<file path="config.mk">
export PLATFORM = sky130hd
export DESIGN_NAME = bfa_ctrl
export DESIGN_NICKNAME = d
export VERILOG_FILES = /design/src/hdl/bfa_pkg.sv /design/src/hdl/bfa_ctrl.sv
export SDC_FILE = /design/constraint.sdc
export NUM_CORES = 1
export LEC_CHECK = 0
export ABC_CLOCK_PERIOD_IN_PS = 2000
export BUFFER_PORTS_ARGS = -buffer_cell sky130_fd_sc_hd__buf_2
export CORE_AREA = 2 2 39 41
export CTS_BUF_LIST = sky130_fd_sc_hd__clkbuf_4
export DETAILED_ROUTE_END_ITERATION = 10
export DIE_AREA = 0 0 41 43
export HOLD_SLACK_MARGIN = 0.06
export PLACE_DENSITY_LB_ADDON = 0.15
export SLEW_MARGIN = 15
export SYNTH_ARGS = -nofsm -noshare
export SYNTH_HDL_FRONTEND = slang
export SYNTH_SLANG_ARGS = --single-unit
</file>
<file path="constraint.sdc">
create_clock -name clk_i -period 2 [get_ports clk_i]
set_input_delay 0.2 -clock clk_i [delete_from_list [all_inputs] [get_ports clk_i]]
set_output_delay 0.2 -clock clk_i [all_outputs]
set_load 0.03 [all_outputs]
</file>
<file path="src/hdl/bfa_pkg.sv">
`default_nettype none
// ----------------------------------------------------------------------------
// bfa_pkg
// Shared constants, codes, types and helpers for the frame allocator.
// ----------------------------------------------------------------------------
package bfa_pkg;

  localparam int NFRAMES   = 4096;
  localparam int WORD_BITS = 32;
  localparam int NWORDS    = NFRAMES / WORD_BITS;
  localparam int WADDR_W   = $clog2(NWORDS);
  localparam int BIT_W     = $clog2(WORD_BITS);
  localparam int CNT_W     = $clog2(NWORDS + 1);
  localparam int FRAME_W   = 12;
  localparam int CFG_W     = 13;
  localparam int OP_W      = 2;
  localparam int STAT_W    = 2;

  localparam logic [CFG_W-1:0] CFG_RESET = CFG_W'(4096);

  // operation codes
  localparam logic [OP_W-1:0] OP_ALLOC = 2'd0;
  localparam logic [OP_W-1:0] OP_FREE  = 2'd1;
  localparam logic [OP_W-1:0] OP_TEST  = 2'd2;

  // status codes
  localparam logic [STAT_W-1:0] ST_DONE   = 2'd0;
  localparam logic [STAT_W-1:0] ST_SKIP   = 2'd1;
  localparam logic [STAT_W-1:0] ST_NOFREE = 2'd2;

  typedef enum logic [2:0] {
    RES_SKIP,
    RES_NOFREE,
    RES_ALLOC,
    RES_FREE,
    RES_TEST
  } res_kind_e;

  typedef struct packed {
    logic      load_item;
    logic      rd_frame;
    logic      scan_clr;
    logic      scan_rd;
    logic      wr_alloc;
    logic      wr_free;
    logic      latch;
    logic      res_load;
    res_kind_e kind;
  } dp_cmd_t;

  typedef struct packed {
    logic [OP_W-1:0] op;
    logic            frame_zero;
    logic            no_words;
    logic            scan_more;
    logic            chk_vld;
    logic            word_full;
    logic            chk_last;
    logic            out_free;
  } dp_sts_t;

  // index of the lowest clear bit; only meaningful when one exists
  function automatic logic [BIT_W-1:0] first_zero(input logic [WORD_BITS-1:0] w);
    logic [BIT_W-1:0] idx;
    idx = '0;
    for (int i = WORD_BITS - 1; i >= 0; i--) begin
      if (!w[i]) begin
        idx = BIT_W'(i);
      end
    end
    return idx;
  endfunction

endpackage
`default_nettype wire

</file>
<file path="src/hdl/bfa_ctrl.sv">
`default_nettype none
// ----------------------------------------------------------------------------
// bfa_ctrl
// Sequencer: decode, first-fit scan, read-modify-write, result hand-off.
// ----------------------------------------------------------------------------
module bfa_ctrl (
  input  wire logic              clk_i,
  input  wire logic              rst_ni,
  input  wire logic              in_valid_i,
  output logic                   in_ready_o,
  input  wire bfa_pkg::dp_sts_t  sts_i,
  output bfa_pkg::dp_cmd_t       cmd_o
);
  import bfa_pkg::*;

  localparam logic [2:0] S_IDLE = 3'd0;
  localparam logic [2:0] S_DISP = 3'd1;
  localparam logic [2:0] S_WORD = 3'd2;
  localparam logic [2:0] S_SCAN = 3'd3;
  localparam logic [2:0] S_OUT  = 3'd4;

  logic [2:0] state_q, state_d;
  res_kind_e  kind_q, kind_d;

  assign in_ready_o = (state_q == S_IDLE);

  always_comb begin
    state_d = state_q;
    kind_d  = kind_q;
    cmd_o   = '0;
    cmd_o.kind = kind_q;
    case (state_q)
      S_IDLE: begin
        if (in_valid_i) begin
          cmd_o.load_item = 1'b1;
          state_d = S_DISP;
        end
      end
      S_DISP: begin
        case (sts_i.op)
          OP_ALLOC: begin
            if (!sts_i.frame_zero) begin
              kind_d  = RES_SKIP;
              state_d = S_OUT;
            end else if (sts_i.no_words) begin
              kind_d  = RES_NOFREE;
              state_d = S_OUT;
            end else begin
              cmd_o.scan_clr = 1'b1;
              state_d = S_SCAN;
            end
          end
          OP_FREE: begin
            if (sts_i.frame_zero) begin
              kind_d  = RES_SKIP;
              state_d = S_OUT;
            end else begin
              cmd_o.rd_frame = 1'b1;
              state_d = S_WORD;
            end
          end
          OP_TEST: begin
            cmd_o.rd_frame = 1'b1;
            state_d = S_WORD;
          end
          default: begin
            kind_d  = RES_SKIP;
            state_d = S_OUT;
          end
        endcase
      end
      S_WORD: begin
        cmd_o.latch = 1'b1;
        if (sts_i.op == OP_FREE) begin
          cmd_o.wr_free = 1'b1;
          kind_d = RES_FREE;
        end else begin
          kind_d = RES_TEST;
        end
        state_d = S_OUT;
      end
      S_SCAN: begin
        cmd_o.scan_rd = sts_i.scan_more;
        if (sts_i.chk_vld) begin
          if (!sts_i.word_full) begin
            cmd_o.wr_alloc = 1'b1;
            cmd_o.latch    = 1'b1;
            kind_d  = RES_ALLOC;
            state_d = S_OUT;
          end else if (sts_i.chk_last) begin
            kind_d  = RES_NOFREE;
            state_d = S_OUT;
          end
        end
      end
      S_OUT: begin
        if (sts_i.out_free) begin
          cmd_o.res_load = 1'b1;
          state_d = S_IDLE;
        end
      end
      default: begin
        state_d = S_IDLE;
      end
    endcase
  end

  always_ff @(posedge clk_i or negedge rst_ni) begin
    if (!rst_ni) begin
      state_q <= S_IDLE;
      kind_q  <= RES_SKIP;
    end else begin
      state_q <= state_d;
      kind_q  <= kind_d;
    end
  end

endmodule
`default_nettype wire

</file>
# Word level (Yosys, flattened, before mapping)
# Cells that the tools add are included.
[word_totals]
regBits = 6
input_bits = 12
output_inout_bits = 12
[op_classes]
n_eq_ne = 13
muxes = 35
reduce_logical = 5
[ops]
columns = ["op", "count"]
rows = [
  ["$mux 3", 15],
  ["$pmux 3 s3", 3],
  ["$pmux 3 s5", 1],
  ["$mux 1", 12],
  ["$ne 2x2->1 const B", 4],
  ["$eq 3x2->1 const B", 2],
  ["$ne 3x3->1 const B", 2],
  ["$reduce_and 6->1", 1],
  ["$mux 2", 2],
  ["$ne 4x4->1 const B", 1],
  ["$pmux 1 s2", 2],
  ["$reduce_and 4->1", 1],
  ["$eq 3x1->1 const B", 1],
  ["$eq 3x3->1 const B", 1],
  ["$logic_not 3->1", 1],
  ["$reduce_bool 3->1", 1],
  ["$eq 2x1->1 const B", 1],
  ["$eq 2x2->1 const B", 1],
  ["$logic_not 2->1", 1],
]

# Longest topological paths before layout
[logic_depth]
ltp_word = 4
ltp_mapped = 6

# Worst setup path after synthesis
# Ideal clock, no wire load.
[synth_timing]
path_kind = "register -> output"
from = "register state_q[2]"
to = "output port cmd_o[4] (netlist name)"
arrival_time_ps = 1820
slack_ps = -20
stages_incl_launch_ff = 4
path_cell_list = "dfrtp_1 -> nand3b_1 -> nor3b_1 -> o21bai_1"
[synth_lines]
columns = ["element", "line_no", "rtl"]
rows = [
  ["start: declaration", "bfa_ctrl.sv:22", "logic [2:0] state_q, state_d;"],
  ["start signal: assignment", "bfa_ctrl.sv:113", "state_q <= state_d;"],
  ["end: declaration", "bfa_ctrl.sv:12", "output bfa_pkg::dp_cmd_t cmd_o"],
]

==> results.cfg <==
[grt]
antenna_found_initial = 0
grt_max_degree = 9
grt_pass1_wl_um = 1740
grtUsageTotal = 0.148
first_global_vias = 434
grt_overflow = 0

[synth]
synth_fp_nets = 69
synth_cell_types = 27
synth_area_sq_um = 494
synth-seq-cells = 6
synth_area_per_cell_sq_um = 9.32
yosys_warnings = 0
yosys_most_used_dff = dfrtp_1
yosysSeqAreaShare = 0.304
synth_edf_count = 0
syn_inst = 53
async_reset_ff_frac = 1.00

[critical_path]
rrSetupSlack_ns = 0.35
end_kind = output port
worst-setup-path-type = reg2out
crit_required_ns = 1.80
critPathLaunchType = flop
cp.arrival_ns = 1.58
crit_fanout = 8

[outcome]
status = complete, no violations

[layout]
drive_gt1_frac = 0.413
final_core_util = 0.479
final_nets = 98
multi_input_area_sq_um = 319
area_delta_synth_final_pct = 34.2
n_antenna_cell = 0
nFillCells = 136
seq_area_sq_um = 150
fin_cells = 96

[clock_tree]
cts.repair.resized = 0
htreeDepth = 1
insertion_delay_ns = 0.24
cts_hold_buf = 1
cts_buffer_depth = 2
cts_setup_buffers = 0
numCtsBuffers = 3
cts_tree = built
cts.sinks = 6
root_buffer = clkbuf_4
path_clk_slew_ns = 0.04

[timing]
rsz0062_at_grt = false
worst_slack_ns = 0.224
period_share = 0.888
finClkSkew_ns = 0.00865
fmax_ghz = 0.563
hold_viol = 0
slew_headroom = 0.731
worst_slew_pin_slew_ns = 0.404
drv_slew = 0
layout_min_cycle_time_ns = 1.78
setup-violations-final = 0
setup_tns_ns = 0

[pwr]
power_density_mw_per_mm2 = 1040
peakVddDrop_mv = 0.639
finalPower_mw = 0.693
leakagePower_nw = 0.356

[die]
fp-row-count = 14
die_w_um = 41
core_area_sq_mm = 0.00138
io_pins = 24
start_util = 0.357
dieArea_sq_mm = 0.00176
die_height_um = 43

[flow_run]
maxCapViolCount = 0

[drt]
wl_per_cell_um = 11.0
drc = 0
ant_nets = 0
firstDrtPassIters = 2
first_iter_violations = 4
wirelength_um = 1050
vias = 461
viasPerCell = 4.80

[place]
placed_cells = 92
dp_slack_ns = 0.343
dp_hpwl_um = 882
gp_congestion = 0.723
io_buffers = 23

[hold_path]
hp-class = in2reg
cell families after synthesis:
| family | synth area share |
|---|---|
| adder cells (fa/ha/maj) | 0.101 |
| multiplexers | 0.0456 |
| AND/OR/NAND/NOR | 0.319 |
| AO/OA/AOI/OAI | 0.170 |
| flip-flops | 0.304 |
| buffers and inverters | 0.0608 |
cells in the final DEF, fill, tap and decap left out, types with 2 or more instances in the layout:
cell type,n
dfrtp_1,6
nand2_1,2
clkbuf_4,3
and2_1,2
mux2_1,2
buf_2,23
nand2b_1,3
nor3b_1,2
ha_1,4
a211oi_1,2
o32ai_1,2
nor2_1,4
a21oi_1,3
inv_1,5
registers in the layout, indices dropped and copies added (netlist names):
name / count
state_q: 3
kind_q: 3
cell usage after synthesis (2+ instances only):
cell / number / area [sq um]
dfrtp_1: 6 / 150
inv_1: 5 / 18.8
ha_1: 4 / 50.1
nor2_1: 4 / 15.0
a21oi_1: 3 / 15.0
nand2b_1: 3 / 18.8
nor3b_1: 3 / 22.5
a211oi_1: 2 / 15.0
and2_1: 2 / 12.5
mux2_1: 2 / 22.5
nand2_1: 2 / 7.51
o32ai_1: 2 / 17.5
where the power goes:
group | total, mW | switching [mW] | internal (mW)
sequential | 0.207 | 0.0460 | 0.161
combinational | 0.378 | 0.231 | 0.147
clock | 0.107 | 0.0396 | 0.0676
total | 0.693 | 0.317 | 0.376
per-stage QoR:
step	instance area (sq um)	hold WS [ns]
final	663	0.192
after global routing	663	0.193
after CTS	663	0.176
after detailed placement	631	0.0295
after global placement	631	0.0321
after floorplan	499	-0.0956
area by class of cell:
type / instances / share of cell area
clock buffer: 3 / 0.0340
inverter: 5 / 0.0283
multi-input combinational: 41 / 0.481
sequential: 6 / 0.226
tap: 16 / 0.0302
timing repair buffer: 25 / 0.200
per-layer routing:
| layer | vias up | global-route usage | wire length (um) |
|---|---|---|---|
| met2 | 20 | 0.206 | 451 |
| met1 | 196 | 0.196 | 501 |
| met5 | - | 0 | 0 |
| li1 | 245 | - | - |
| met3 | 0 | 0.0785 | 99 |
| met4 | 0 | 0.0400 | 0 |
path summary, 6_finish.rpt:
| check | to | from | cells after the start |
|---|---|---|---|
| worst min register to register | kind_q[0]$_DFFE_PN0P_ | kind_q[0]$_DFFE_PN0P_ | 1 |
| worst max register to register | kind_q[1]$_DFFE_PN0P_ | state_q[2]$_DFFE_PN0P_ | 4 |
| worst max-delay path | cmd_o[8] | state_q[2]$_DFFE_PN0P_ | 3 |
| min in group asynchronous | kind_q[0]$_DFFE_PN0P_ | rst_ni | 2 |
| max in group asynchronous | state_q[1]$_DFFE_PN0P_ | rst_ni | 2 |
| worst min-delay path | state_q[2]$_DFFE_PN0P_ | sts_i[0] | 2 |
worst max-delay path, cell delays in order, from the launching register on:
cell     delay [ns]
dfrtp_1        0.44
or3b_4         0.45
nor3_4         0.21
buf_2          0.23
No activity file was read; power rests on OpenSTA's default activity.
